===== src/design/cmb_pkg.sv =====
// ----------------------------------------------------------------------------
// cmb_pkg
// Shared types and constants for the coalescing message buffer: command codes,
// beat payload structs, table entry layout and sequencer states.
// ----------------------------------------------------------------------------
package cmb_pkg;

    localparam int DEPTH_DEF  = 32;
    localparam int RESULT_CAP = 32;

    localparam logic [1:0] MSG_TYPE_LAST = 2'd2;

    typedef enum logic [1:0] {
        CMD_PUT   = 2'd0,
        CMD_DRAIN = 2'd1,
        CMD_CLEAR = 2'd2
    } cmd_t;

    typedef struct packed {
        logic [1:0] cmd;
        logic [1:0] msg_type;
        logic [3:0] channel;
        logic [6:0] number;
        logic [6:0] data_value;
        logic [5:0] max_count;
    } in_t;

    typedef struct packed {
        logic       msg_valid;
        logic [1:0] out_type;
        logic [3:0] out_channel;
        logic [6:0] out_number;
        logic [6:0] out_value;
        logic [5:0] sent_total;
        logic       last;
    } out_t;

    typedef struct packed {
        logic [1:0] msg_type;
        logic [3:0] channel;
        logic [6:0] number;
        logic [6:0] value;
    } entry_t;

    typedef enum logic [2:0] {
        ST_IDLE,
        ST_PUT_SCAN,
        ST_PUT_WRITE,
        ST_DRAIN_SCAN,
        ST_DRAIN_EMIT,
        ST_DRAIN_END
    } state_t;

endpackage


===== src/design/coalescing_message_buffer.sv =====
// ----------------------------------------------------------------------------
// coalescing_message_buffer
// Table of pending control messages keyed by type, channel and number; a newer
// put for a key replaces the pending value, a drain emits pending entries.
// ----------------------------------------------------------------------------
// One beat is taken at a time; in_ready is low while a command is worked on.
// A put walks the whole table through the single read port of the entry
// memory, one slot a cycle, for the key match and the circular clean-slot
// search together, then writes the chosen slot.
// A drain steps through the slots in order, skipping clean slots and
// emitting each pending one, and stalls while out_ready is low and the
// output register is full. No clearing pass after reset.
module coalescing_message_buffer #(
    parameter int DEPTH = cmb_pkg::DEPTH_DEF
) (
    input  logic          clk,
    input  logic          rst_n,
    input  logic          in_valid,
    output logic          in_ready,
    input  cmb_pkg::in_t  in_data,
    output logic          out_valid,
    input  logic          out_ready,
    output cmb_pkg::out_t out_data
);

    localparam int IW   = (DEPTH > 1) ? $clog2(DEPTH) : 1;
    localparam int CW   = $clog2(DEPTH + 1);
    localparam int LW   = (CW > 6) ? CW : 6;
    localparam int HALF = DEPTH / 2;

    cmb_pkg::state_t state_reg, state_next;
    cmb_pkg::in_t    req_reg, req_next;
    cmb_pkg::out_t   out_data_reg, out_data_next;
    cmb_pkg::entry_t mem [DEPTH];
    cmb_pkg::entry_t rd_data_reg;
    cmb_pkg::entry_t mem_wdata;

    logic            out_valid_reg, out_valid_next;
    logic [CW-1:0]   cnt_reg, cnt_next;
    logic [IW-1:0]   next_slot_reg, next_slot_next;
    logic [CW-1:0]   pend_cnt_reg, pend_cnt_next;
    logic [DEPTH-1:0] pending_reg, pending_next;
    logic [DEPTH-1:0] present_reg, present_next;
    logic            match_found_reg, match_found_next;
    logic [IW-1:0]   match_idx_reg, match_idx_next;
    logic            ge_found_reg, ge_found_next;
    logic [IW-1:0]   ge_idx_reg, ge_idx_next;
    logic            any_found_reg, any_found_next;
    logic [IW-1:0]   any_idx_reg, any_idx_next;
    logic [5:0]      drain_n_reg, drain_n_next;
    logic [5:0]      sent_reg, sent_next;
    logic            empty_reg, empty_next;

    logic            mem_we;
    logic [IW-1:0]   idx;
    logic [CW-1:0]   cnt_dec;
    logic [IW-1:0]   prev_idx;
    logic [IW-1:0]   target;
    logic [CW-1:0]   tgt_inc;
    logic            out_free;
    logic            accept;
    logic            scan_done;
    logic [5:0]      sent_inc;
    logic [LW-1:0]   lim_pc, lim_mc, lim_n;

    assign in_ready  = (state_reg == cmb_pkg::ST_IDLE);
    assign accept    = in_valid && in_ready;
    assign out_valid = out_valid_reg;
    assign out_data  = out_data_reg;
    assign out_free  = !out_valid_reg || out_ready;

    assign idx       = cnt_reg[IW-1:0];
    assign cnt_dec   = cnt_reg - CW'(1);
    assign prev_idx  = cnt_dec[IW-1:0];
    assign scan_done = (sent_reg == drain_n_reg) || (cnt_reg == CW'(DEPTH));
    assign sent_inc  = sent_reg + 6'd1;

    assign target = match_found_reg ? match_idx_reg :
                    ge_found_reg    ? ge_idx_reg    :
                    any_found_reg   ? any_idx_reg   : next_slot_reg;
    assign tgt_inc = CW'(target) + CW'(1);

    always_comb
    begin
        lim_pc = LW'(pend_cnt_reg);
        lim_mc = LW'(in_data.max_count);
        lim_n  = lim_pc;
        if (lim_mc != '0 && lim_mc < lim_n)
        begin
            lim_n = lim_mc;
        end
        if (lim_n > LW'(cmb_pkg::RESULT_CAP))
        begin
            lim_n = LW'(cmb_pkg::RESULT_CAP);
        end
    end

    always_comb
    begin
        mem_wdata.msg_type = req_reg.msg_type;
        mem_wdata.channel  = req_reg.channel;
        mem_wdata.number   = req_reg.number;
        mem_wdata.value    = req_reg.data_value;
    end

    // next state
    always_comb
    begin
        state_next = state_reg;
        case (state_reg)
            cmb_pkg::ST_IDLE:
            begin
                if (accept)
                begin
                    if (in_data.cmd == cmb_pkg::CMD_PUT &&
                        in_data.msg_type <= cmb_pkg::MSG_TYPE_LAST)
                    begin
                        state_next = cmb_pkg::ST_PUT_SCAN;
                    end
                    else if (in_data.cmd == cmb_pkg::CMD_DRAIN)
                    begin
                        state_next = (pend_cnt_reg == '0) ? cmb_pkg::ST_DRAIN_EMIT
                                                         : cmb_pkg::ST_DRAIN_SCAN;
                    end
                end
            end
            cmb_pkg::ST_PUT_SCAN:
            begin
                if (cnt_reg == CW'(DEPTH))
                begin
                    state_next = cmb_pkg::ST_PUT_WRITE;
                end
            end
            cmb_pkg::ST_PUT_WRITE:
            begin
                state_next = cmb_pkg::ST_IDLE;
            end
            cmb_pkg::ST_DRAIN_SCAN:
            begin
                if (scan_done)
                begin
                    state_next = cmb_pkg::ST_DRAIN_END;
                end
                else if (pending_reg[idx])
                begin
                    state_next = cmb_pkg::ST_DRAIN_EMIT;
                end
            end
            cmb_pkg::ST_DRAIN_EMIT:
            begin
                if (out_free)
                begin
                    state_next = empty_reg ? cmb_pkg::ST_IDLE : cmb_pkg::ST_DRAIN_SCAN;
                end
            end
            cmb_pkg::ST_DRAIN_END:
            begin
                state_next = cmb_pkg::ST_IDLE;
            end
            default:
            begin
                state_next = cmb_pkg::ST_IDLE;
            end
        endcase
    end

    // datapath and outputs
    always_comb
    begin
        req_next         = req_reg;
        out_data_next    = out_data_reg;
        out_valid_next   = out_valid_reg && !out_ready;
        cnt_next         = cnt_reg;
        next_slot_next   = next_slot_reg;
        pend_cnt_next    = pend_cnt_reg;
        pending_next     = pending_reg;
        present_next     = present_reg;
        match_found_next = match_found_reg;
        match_idx_next   = match_idx_reg;
        ge_found_next    = ge_found_reg;
        ge_idx_next      = ge_idx_reg;
        any_found_next   = any_found_reg;
        any_idx_next     = any_idx_reg;
        drain_n_next     = drain_n_reg;
        sent_next        = sent_reg;
        empty_next       = empty_reg;
        mem_we           = 1'b0;

        case (state_reg)
            cmb_pkg::ST_IDLE:
            begin
                if (accept)
                begin
                    req_next         = in_data;
                    cnt_next         = '0;
                    match_found_next = 1'b0;
                    ge_found_next    = 1'b0;
                    any_found_next   = 1'b0;
                    sent_next        = '0;
                    drain_n_next     = lim_n[5:0];
                    empty_next       = (pend_cnt_reg == '0);
                    if (in_data.cmd == cmb_pkg::CMD_CLEAR)
                    begin
                        pending_next   = '0;
                        present_next   = '0;
                        next_slot_next = '0;
                        pend_cnt_next  = '0;
                    end
                end
            end
            cmb_pkg::ST_PUT_SCAN:
            begin
                cnt_next = cnt_reg + CW'(1);
                if (cnt_reg != CW'(DEPTH) && !pending_reg[idx])
                begin
                    if (!any_found_reg)
                    begin
                        any_found_next = 1'b1;
                        any_idx_next   = idx;
                    end
                    if (!ge_found_reg && idx >= next_slot_reg)
                    begin
                        ge_found_next = 1'b1;
                        ge_idx_next   = idx;
                    end
                end
                if (cnt_reg != '0 && !match_found_reg && present_reg[prev_idx] &&
                    rd_data_reg.msg_type == req_reg.msg_type &&
                    rd_data_reg.channel == req_reg.channel &&
                    rd_data_reg.number == req_reg.number)
                begin
                    match_found_next = 1'b1;
                    match_idx_next   = prev_idx;
                end
            end
            cmb_pkg::ST_PUT_WRITE:
            begin
                mem_we = 1'b1;
                if (match_found_reg)
                begin
                    if (!pending_reg[target])
                    begin
                        pending_next[target] = 1'b1;
                        pend_cnt_next        = pend_cnt_reg + CW'(1);
                    end
                end
                else
                begin
                    pending_next[target] = 1'b1;
                    present_next[target] = 1'b1;
                    if (ge_found_reg || any_found_reg)
                    begin
                        pend_cnt_next = pend_cnt_reg + CW'(1);
                    end
                    next_slot_next = (tgt_inc == CW'(DEPTH)) ? '0 : tgt_inc[IW-1:0];
                end
            end
            cmb_pkg::ST_DRAIN_SCAN:
            begin
                if (!scan_done && !pending_reg[idx])
                begin
                    cnt_next = cnt_reg + CW'(1);
                end
            end
            cmb_pkg::ST_DRAIN_EMIT:
            begin
                if (out_free)
                begin
                    out_valid_next = 1'b1;
                    if (empty_reg)
                    begin
                        out_data_next      = '0;
                        out_data_next.last = 1'b1;
                    end
                    else
                    begin
                        out_data_next.msg_valid   = 1'b1;
                        out_data_next.out_type    = rd_data_reg.msg_type;
                        out_data_next.out_channel = rd_data_reg.channel;
                        out_data_next.out_number  = rd_data_reg.number;
                        out_data_next.out_value   = rd_data_reg.value;
                        out_data_next.sent_total  = sent_inc;
                        out_data_next.last        = (sent_inc == drain_n_reg);
                        pending_next[idx]         = 1'b0;
                        pend_cnt_next             = pend_cnt_reg - CW'(1);
                        sent_next                 = sent_inc;
                        cnt_next                  = cnt_reg + CW'(1);
                    end
                end
            end
            cmb_pkg::ST_DRAIN_END:
            begin
                if (pend_cnt_reg == '0 && CW'(next_slot_reg) > CW'(HALF))
                begin
                    present_next   = '0;
                    next_slot_next = '0;
                end
            end
            default:
            begin
                mem_we = 1'b0;
            end
        endcase
    end

    always_ff @(posedge clk)
    begin
        if (mem_we)
        begin
            mem[target] <= mem_wdata;
        end
        rd_data_reg <= mem[idx];
    end

    always_ff @(posedge clk)
    begin
        req_reg        <= req_next;
        out_data_reg   <= out_data_next;
        match_idx_reg  <= match_idx_next;
        ge_idx_reg     <= ge_idx_next;
        any_idx_reg    <= any_idx_next;
    end

    always_ff @(posedge clk or negedge rst_n)
    begin
        if (!rst_n)
        begin
            state_reg       <= cmb_pkg::ST_IDLE;
            out_valid_reg   <= 1'b0;
            cnt_reg         <= '0;
            next_slot_reg   <= '0;
            pend_cnt_reg    <= '0;
            pending_reg     <= '0;
            present_reg     <= '0;
            match_found_reg <= 1'b0;
            ge_found_reg    <= 1'b0;
            any_found_reg   <= 1'b0;
            drain_n_reg     <= '0;
            sent_reg        <= '0;
            empty_reg       <= 1'b0;
        end
        else
        begin
            state_reg       <= state_next;
            out_valid_reg   <= out_valid_next;
            cnt_reg         <= cnt_next;
            next_slot_reg   <= next_slot_next;
            pend_cnt_reg    <= pend_cnt_next;
            pending_reg     <= pending_next;
            present_reg     <= present_next;
            match_found_reg <= match_found_next;
            ge_found_reg    <= ge_found_next;
            any_found_reg   <= any_found_next;
            drain_n_reg     <= drain_n_next;
            sent_reg        <= sent_next;
            empty_reg       <= empty_next;
        end
    end

endmodule

===== config.mk =====
export PLATFORM = sky130hd
export DESIGN_NAME = coalescing_message_buffer
export DESIGN_NICKNAME = d
export VERILOG_FILES = /design/src/design/cmb_pkg.sv /design/src/design/coalescing_message_buffer.sv
export SDC_FILE = /design/constraint.sdc
export NUM_CORES = 1
export LEC_CHECK = 0
export BUFFER_PORTS_ARGS = -buffer_cell sky130_fd_sc_hd__clkbuf_2
export CORE_MARGIN = 2
export CORE_UTILIZATION = 60
export CTS_BUF_LIST = sky130_fd_sc_hd__clkbuf_16
export DETAILED_ROUTE_END_ITERATION = 8
export PLACE_DENSITY = 0.77
export SKIP_CTS_REPAIR_TIMING = 1
export SLEW_MARGIN = 20
export SYNTH_ARGS = -nofsm -noshare
export SYNTH_HDL_FRONTEND = slang
export SYNTH_SLANG_ARGS = --single-unit

===== constraint.sdc =====
create_clock -name clk -period 7.4 [get_ports clk]
set_input_delay 1.48 -clock clk [delete_from_list [all_inputs] [get_ports clk]]
set_output_delay 1.48 -clock clk [all_outputs]
set_load 0.02 [all_outputs]

==> impl_summary.txt, run 1 <==
----------------------------------------------------
[Routing]
  Via Count ... 18720
  DRT iter0 DRCs ... 2535
  Number of nets with antenna violations after detailed routing ... 0
  Number of optimization iterations in the first detailed-route pass ... 6
  Per-cell via count in the routed design ... 6.882
  DRC errors left ... 0
  Routed WL ... 85.78 mm
  Wire length per cell ... 31.53 um

[Timing]
  Clock tree skew after final layout ... 27.19 ps
  Worst hold slack across all endpoints ... 482.7 ps
  Final Setup Violations ... 0
  Worst slew margin relative to its limit ... 23.29%
  Final Max Tran Viols ... 0
  Slew at the pin closest to its max-slew limit ... 1149 ps
  Achievable clock frequency ... 0.2130 GHz
  Period utilization ... 63.44%
  Setup TNS ... 0 ps
  Post-layout minimum cycle time ... 4695 ps
  Final hold viol count ... 0
  RSZ-0062 raised after global routing ... false

[Min path]
  Worst min-delay path class ... reg -> reg

[Layout]
  Number of inserted diodes ... 0
  Multi-input combinational cell area ... 0.008444 mm^2
  Largest register FFs ... 640
  Final layout net count ... 2007
  Number of fillers in the final layout ... 3348
  Proportion of layout cells with a drive suffix above 1 ... 21.58%
  Reg area ... 0.02405 mm^2
  Layout overhead on the synthesized area ... 11.82%

[Die]
  Overall die area ... 0.05705 mm^2
  Horiz. Die Dim ... 238.9 um
  Initial core utilization ... 60.42%
  Area of the core region ... 0.05477 mm^2
  Placement row count ... 86
  IO Count ... 62
  Chip height ... 238.9 um

[Synthesis]
  Distinct cells, synth ... 63
  Sequential share of the synthesized area ... 72.64%
  Synth top area share ... 63.79%
  Fraction of the mapped netlist area in compound gates ... 6.329%
  Main synth FF type ... sky130_fd_sc_hd__edfxtp_1
  XOR/XNOR share of the synthesized area ... 1.059%
  Cell type with the highest aggregate area in the netlist ... sky130_fd_sc_hd__edfxtp_1
  EDFF count, synth ... 703
  Synthesized instance count ... 1852
  Fraction of registers with async set/reset ... 12.26%
  Fraction of synthesized area in multiplexers ... 12.97%
  Post-synth net total ... 1909
  Total number of yosys warnings ... 0
  Post-synthesis register bit count ... 824
  Leading post-synthesis cells by cell area ... sky130_fd_sc_hd__edfxtp_1 64%, sky130_fd_sc_hd__mux4_2 12%, sky130_fd_sc_hd__dfrtp_1 7.6%
  Cell area after synthesis ... 0.03309 mm^2
  Simple-gate portion of the synthesized area ... 4.027%
  Largest family of logic cells by synthesized area ... multiplexers
  Share of synthesized cell area in full adder, half adder and majority cells ... 0.9679%
  Synthesized area per cell ... 17.87 um^2

[Clocking]
  Largest buffer count on any clock path ... 3
  Worst skew pair latency ... 640 ps
  Clock tree from TritonCTS ... done
  Sink Count ... 824
  Root buf cell ... sky130_fd_sc_hd__clkbuf_16
  Clock-pin transition on the worst setup and hold timing paths ... 60 ps
  Inserted Clock Buffers ... 80
  Maximum level of the CTS H-tree ... 3

[Pwr]
  Pint ... 8.971 mW
  Combinational fraction of design power ... 23.0%
  Switching power of the nets ... 4.000 mW
  Share of total power in the clock network ... 30.6%
  Total power ... 12.97 mW
  Pleak ... 12.65 nW
  Power density over the cells ... 350.5 mW/mm^2
  Maximum vdd drop ... 0.3211 mV
  Sequential Power Share ... 46.4%
  Switching power share of the total ... 30.84%

[GRT]
  Via count of the first global-routing pass ... 18980
  Total grt overflow ... 0
  Initial antenna violation count ... 2
  Maximum number of pins on one net before global-route repair ... 107
  First-pass GRT wire length ... 126.1 mm
  Overall fraction of global-route tracks in use ... 30.91%

[Placed design]
  Placer congestion estimate ... 0.9150
  DPL Wire Length ... 47.60 mm
  Input/output buffers ... 61

[Run]
  Max-Cap Viols ... 0

[Outcome]
  Run status ... completed

[Worst setup path]
  Required time worst endpoint ... 7900 ps
  Worst-path fanout max ... 23
  Critical Path Source Type ... flip-flop
  Endpoint class of the critical path ... flip-flop
  Category of the most critical setup path ... reg -> reg
  Data arrival time of the critical path ... 5190 ps
  Reg-to-reg slack, setup ... 2710 ps

----------------------------------------------------
-- cell usage after synthesis (3+ instances only) --
library cell	number
sky130_fd_sc_hd__edfxtp_1	703
sky130_fd_sc_hd__mux4_2	180
sky130_fd_sc_hd__o21ai_0	115
sky130_fd_sc_hd__dfrtp_1	101
sky130_fd_sc_hd__nand2_1	91
sky130_fd_sc_hd__a22oi_1	84
sky130_fd_sc_hd__inv_1	67
sky130_fd_sc_hd__clkbuf_1	65
sky130_fd_sc_hd__nor2_1	46
sky130_fd_sc_hd__a21oi_1	44
sky130_fd_sc_hd__nor2b_1	34
sky130_fd_sc_hd__nand4_1	27
sky130_fd_sc_hd__xor2_1	25
sky130_fd_sc_hd__ha_1	24
sky130_fd_sc_hd__dfxtp_1	20
sky130_fd_sc_hd__mux2i_1	18
sky130_fd_sc_hd__buf_1	17
sky130_fd_sc_hd__buf_2	16
sky130_fd_sc_hd__nor3_1	15
sky130_fd_sc_hd__xnor2_1	15
sky130_fd_sc_hd__o31ai_1	14
sky130_fd_sc_hd__a211oi_1	13
sky130_fd_sc_hd__a2111oi_0	10
sky130_fd_sc_hd__nand2b_1	9
sky130_fd_sc_hd__nor3b_1	9
sky130_fd_sc_hd__nand3_1	7
sky130_fd_sc_hd__nor4_1	7
sky130_fd_sc_hd__a22o_1	6
sky130_fd_sc_hd__a21o_1	5
sky130_fd_sc_hd__a221oi_1	5
sky130_fd_sc_hd__and2_1	5
sky130_fd_sc_hd__a32oi_1	4
sky130_fd_sc_hd__and3_1	4
sky130_fd_sc_hd__mux2_2	4
sky130_fd_sc_hd__o22ai_1	4
sky130_fd_sc_hd__a211o_1	3
sky130_fd_sc_hd__a221o_1	3
sky130_fd_sc_hd__and3b_1	3
-- placed cells by master (no fill, tap or decap), drive strengths merged, types with 4 or more instances in the layout --
master,n
a2111oi,10
a211oi,13
a21o,5
a21oi,45
a221oi,5
a22o,6
a22oi,84
a32oi,4
and2,5
and3,4
buf,57
bufinv,5
clkbuf,143
clkinv,40
dfrtp,101
dfxtp,20
edfxtp,703
ha,24
inv,85
mux2,4
mux2i,19
mux4,180
nand2,91
nand2b,9
nand3,7
nand4,27
nor2,46
nor2b,34
nor3,15
nor3b,9
nor4,8
o21ai,116
o22ai,4
o31ai,14
xnor2,15
xor2,25
-- routing by layer --
layer  GRT usage, %  part of all wire [%]  vias to the layer above
li1               -                     -                     7632
met1          40.63                    37                     9688
met2          50.47                    49                     1189
met3          7.413                    10                      210
met4          12.27                   3.9                        0
met5              0                     0                        -
-- power groups by stage --
stage | logic, mW | clock network, mW | registers (mW)
final | 2.99 | 3.96 | 6.02
after global routing | 3.19 | 4.16 | 6.06
after CTS | 2.84 | 4.00 | 6.10
after detailed placement | 2.79 | 0 | 6.18
after global placement | 2.76 | 0 | 6.15
after floorplan | 2.14 | 0 | 5.85
-- cells by family (layout without fill, tap and decap cells) --
group           Yosys count  in the layout
flops                   824            824
xor+xnor                 40             40
fa+ha+maj                25             25
compound gates          324            324
simple gates            267            267
mux                     203            203
buf+inv                 169            333
-- critical path, stage by stage (launching register included) --
cell and delay (ps):
sky130_fd_sc_hd__dfrtp_1 630, sky130_fd_sc_hd__nor2_1 790, sky130_fd_sc_hd__a211o_1 660, sky130_fd_sc_hd__mux4_2 600, sky130_fd_sc_hd__a221oi_1 310, sky130_fd_sc_hd__o2111ai_1 200, sky130_fd_sc_hd__nor2_2 580, sky130_fd_sc_hd__buf_4 360
sky130_fd_sc_hd__or2_0 290, sky130_fd_sc_hd__o31ai_1 120
-- final cells by class --
class / instances / area share, %
tap: 704 / 2.380
multi-input combinational: 859 / 22.82
inverter: 68 / 0.6898
sequential: 824 / 64.98
clock buffer: 83 / 5.613
timing repair buffer: 117 / 2.245
clock inverter: 65 / 1.271
-- metrics by stage --
stage                     setup WS (ps)  util (%)  cells  area [um^2]
after floorplan                    3205         -   1852        33090
after global placement             2921     62.57   2560        34270
after detailed placement           2812     62.57   2560        34270
after CTS                          2786     67.22   2708        36820
after global routing               2434     67.56   2720        37000
final                              2705     67.56   2720        37000
-- final timing paths --
kind                                  from               to  depth (start not counted)
max                        match_found_reg        lim_pc[4]                          9
min                        present_reg[24]  present_reg[24]                          2
max reg2reg                match_found_reg        lim_pc[4]                          9
min reg2reg                present_reg[24]  present_reg[24]                          2
max in group asynchronous            rst_n       cnt_reg[0]                          2
min in group asynchronous            rst_n        lim_pc[0]                          1
(Power assumes the default switching activity.)
==> run 2, diff against run 1 <==
Clock period 7.4 ns to 4.9 ns, I/O delays scaled along.
==> impl_summary.txt, run 2 (synthesis results as in run 1) <==
----------------------------------------------------
[Clocking]
  Maximum level of the CTS H-tree ... 3 (unchanged)
  Root buf cell ... sky130_fd_sc_hd__clkbuf_16 (unchanged)
  Inserted Clock Buffers ... 83 (was 80)
  Clock-pin transition on the worst setup and hold timing paths ... 60 ps (about the same)
  Largest buffer count on any clock path ... 3 (unchanged)
  Clock tree from TritonCTS ... done (unchanged)
  Worst skew pair latency ... 640 ps (about the same)
  Sink Count ... 824 (unchanged)

[Worst setup path]
  Worst-path fanout max ... 31 (was 23)
  Endpoint class of the critical path ... flip-flop (unchanged)
  Reg-to-reg slack, setup ... 890 ps (was 2710 ps)
  Combined buffer and inverter count along the critical path ... 1 (unchanged)
  Required time worst endpoint ... 5390 ps (was 7900 ps)
  Setup crit start ... ge_found_reg (was match_found_reg)
  Crit path largest cell delay ... 640 ps (was 790 ps)
  RR Startpoint ... ge_found_reg (was match_found_reg)
  Critical Path Source Type ... flip-flop (unchanged)
  Depth of the critical timing path with buffers and inverters included ... 8 (was 9)
  Data arrival time of the critical path ... 4500 ps (was 5190 ps)
  Cell chain of the critical path ... nor3b_1 -> a211o_1 -> mux4_2 -> a221oi_1 -> o2111ai_1 -> nor2_2 -> buf_4 -> o21ai_0 (was nor2_1 -> a211o_1 -> mux4_2 -> a221oi_1 -> o2111ai_1 -> nor2_2 -> buf_4 -> or2_0 -> o31ai_1)
  Slowest cell on the critical path ... sky130_fd_sc_hd__nor3b_1 (was sky130_fd_sc_hd__nor2_1)
  Delay-heaviest family, CP ... compound AO/OA/AOI/OAI gates (was simple AND/OR/NAND/NOR gates)
  Worst R2R Path Depth ... 8 (was 9)
  Category of the most critical setup path ... reg -> reg (unchanged)

[Placed design]
  Placer congestion estimate ... 0.8936 (was 0.9150)
  DPL Wire Length ... 49.96 mm (was 47.60 mm)
  Area post-placement ... 0.03455 mm^2 (was 0.03427 mm^2)
  Input/output buffers ... 61 (unchanged)

[Timing]
  Clock tree skew after final layout ... 27.27 ps (was 27.19 ps)
  Slew at the pin closest to its max-slew limit ... 1155 ps (was 1149 ps)
  Worst slew margin relative to its limit ... 22.53% (was 23.29%)
  Worst hold slack across all endpoints ... 399.7 ps (was 482.7 ps)
  Final hold viol count ... 0 (unchanged)
  Achievable clock frequency ... 0.2493 GHz (was 0.2130 GHz)
  Post-layout minimum cycle time ... 4011 ps (was 4695 ps)
  RSZ-0062 raised after global routing ... false (unchanged)
  Period utilization ... 81.86% (was 63.44%)
  Final Setup Violations ... 0 (unchanged)
  Final Max Tran Viols ... 0 (unchanged)
  Setup TNS ... 0 ps (unchanged)

[Pwr]
  Pleak ... 12.82 nW (was 12.65 nW)
  Maximum vdd drop ... 0.2660 mV (was 0.3211 mV)
  Power density over the cells ... 537.5 mW/mm^2 (was 350.5 mW/mm^2)

[GRT]
  Via count of the first global-routing pass ... 19080 (was 18980)
  Maximum number of pins on one net before global-route repair ... 150 (was 107)
  Initial antenna violation count ... 2 (unchanged)
  Overall fraction of global-route tracks in use ... 32.36% (was 30.91%)
  First-pass GRT wire length ... 130.1 mm (was 126.1 mm)
  Total grt overflow ... 0 (unchanged)

[Routing]
  Number of optimization iterations in the first detailed-route pass ... 6 (unchanged)
  Number of nets with antenna violations after detailed routing ... 0 (unchanged)
  Per-cell via count in the routed design ... 6.926 (was 6.882)
  Wire length per cell ... 33.08 um (was 31.53 um)
  Routed WL ... 90.48 mm (was 85.78 mm)
  DRT iter0 DRCs ... 2640 (was 2535)
  Via Count ... 18940 (was 18720)
  DRC errors left ... 0 (unchanged)

[Die]
  Overall die area ... 0.05705 mm^2 (unchanged)
  Area of the core region ... 0.05477 mm^2 (unchanged)
  Initial core utilization ... 60.42% (unchanged)
  Horiz. Die Dim ... 238.9 um (unchanged)
  Placement row count ... 86 (unchanged)
  IO Count ... 62 (unchanged)
  Chip height ... 238.9 um (unchanged)

[Min path]
  Worst min-delay path class ... in -> async (was reg -> reg)

[Layout]
  Leading cell types in the layout, fill and taps excluded ... 703 x sky130_fd_sc_hd__edfxtp_1, 180 x sky130_fd_sc_hd__mux4_2, 115 x sky130_fd_sc_hd__o21ai_0 (unchanged)
  Final core utilization ... 68.21% (was 67.56%)
  Proportion of layout cells with a drive suffix above 1 ... 22.55% (was 21.58%)
  Post-route cell area ... 0.03736 mm^2 (was 0.03700 mm^2)
  Number of inserted diodes ... 0 (unchanged)
  Layout overhead on the synthesized area ... 12.89% (was 11.82%)
  Final layout net count ... 2022 (was 2007)
  Most common cell after layout, fill and taps aside ... sky130_fd_sc_hd__edfxtp_1 (unchanged)
  Number of fillers in the final layout ... 3342 (was 3348)
  Largest register FFs ... 640 (unchanged)

[Run]
  Max-Cap Viols ... 0 (unchanged)

[Outcome]
  Run status ... completed (unchanged)

----------------------------------------------------
## run 2: cell count changes in the layout (fill, tap and decap cells not counted), moves of 3 or more
| cell | before | now |
|---|---|---|
| sky130_fd_sc_hd__buf_4 | 44 | 53 |
| sky130_fd_sc_hd__clkinv_2 | 9 | 14 |
| sky130_fd_sc_hd__bufinv_16 | 5 | 11 |
| sky130_fd_sc_hd__clkinv_1 | 28 | 20 |
| sky130_fd_sc_hd__buf_8 | 12 | 4 |
| sky130_fd_sc_hd__buf_12 | 1 | 11 |
| sky130_fd_sc_hd__clkinvlp_4 | 3 | 6 |
## run 2: power breakdown
group	internal, mW	switching [mW]	total [mW]
Clock	3.72	2.72	6.45
Combinational	1.86	2.65	4.52
Sequential	8.34	0.769	9.11
Total	13.9	6.15	20.1
## run 2: final cells by class
| cell class | instances | area (um^2) | share of cell area [%] |
|---|---|---|---|
| well taps | 704 | 880.8 | 2.358 |
| clock inverters | 67 | 646.9 | 1.732 |
| flip-flops and latches | 824 | 24050 | 64.36 |
| repair buffers | 129 | 989.7 | 2.649 |
| clock buffers | 84 | 2102 | 5.627 |
| multi-input cells | 859 | 8438 | 22.59 |
| inverters | 68 | 255.2 | 0.6832 |
## run 2: per-layer routing
layer	vias to the layer above	routed length, um	part of all wire (%)	track usage (%)
li1	7654	-	-	-
met5	-	13	0.014	0
met4	2	4255	4.7	14.45
met1	9644	32270	36	43.30
met2	1404	42970	47	50.93
met3	238	10980	12	8.176
## run 2: through the flow
step | setup WS (ps) | power [mW] | std cells
3_5_place_dp | 967.8 | 13.60 | 2580
3_3_place_gp | 1126 | 13.51 | 2580
4_1_cts | 941.2 | 20.03 | 2731
5_1_grt | 605.6 | 20.73 | 2735
2_1_floorplan | 705.3 | 12.07 | 1852
6_report | 889.0 | 20.08 | 2735
## run 2: final timing paths
| kind | end |
|---|---|
| worst max-delay path | pending_reg[14] |
| worst min-delay path | next_slot_reg[3] |
| worst max register to register | pending_reg[14] |
| worst min register to register | present_reg[20] |
| max in group asynchronous | sent_reg[3] |
| min in group clk | present_reg[20] |
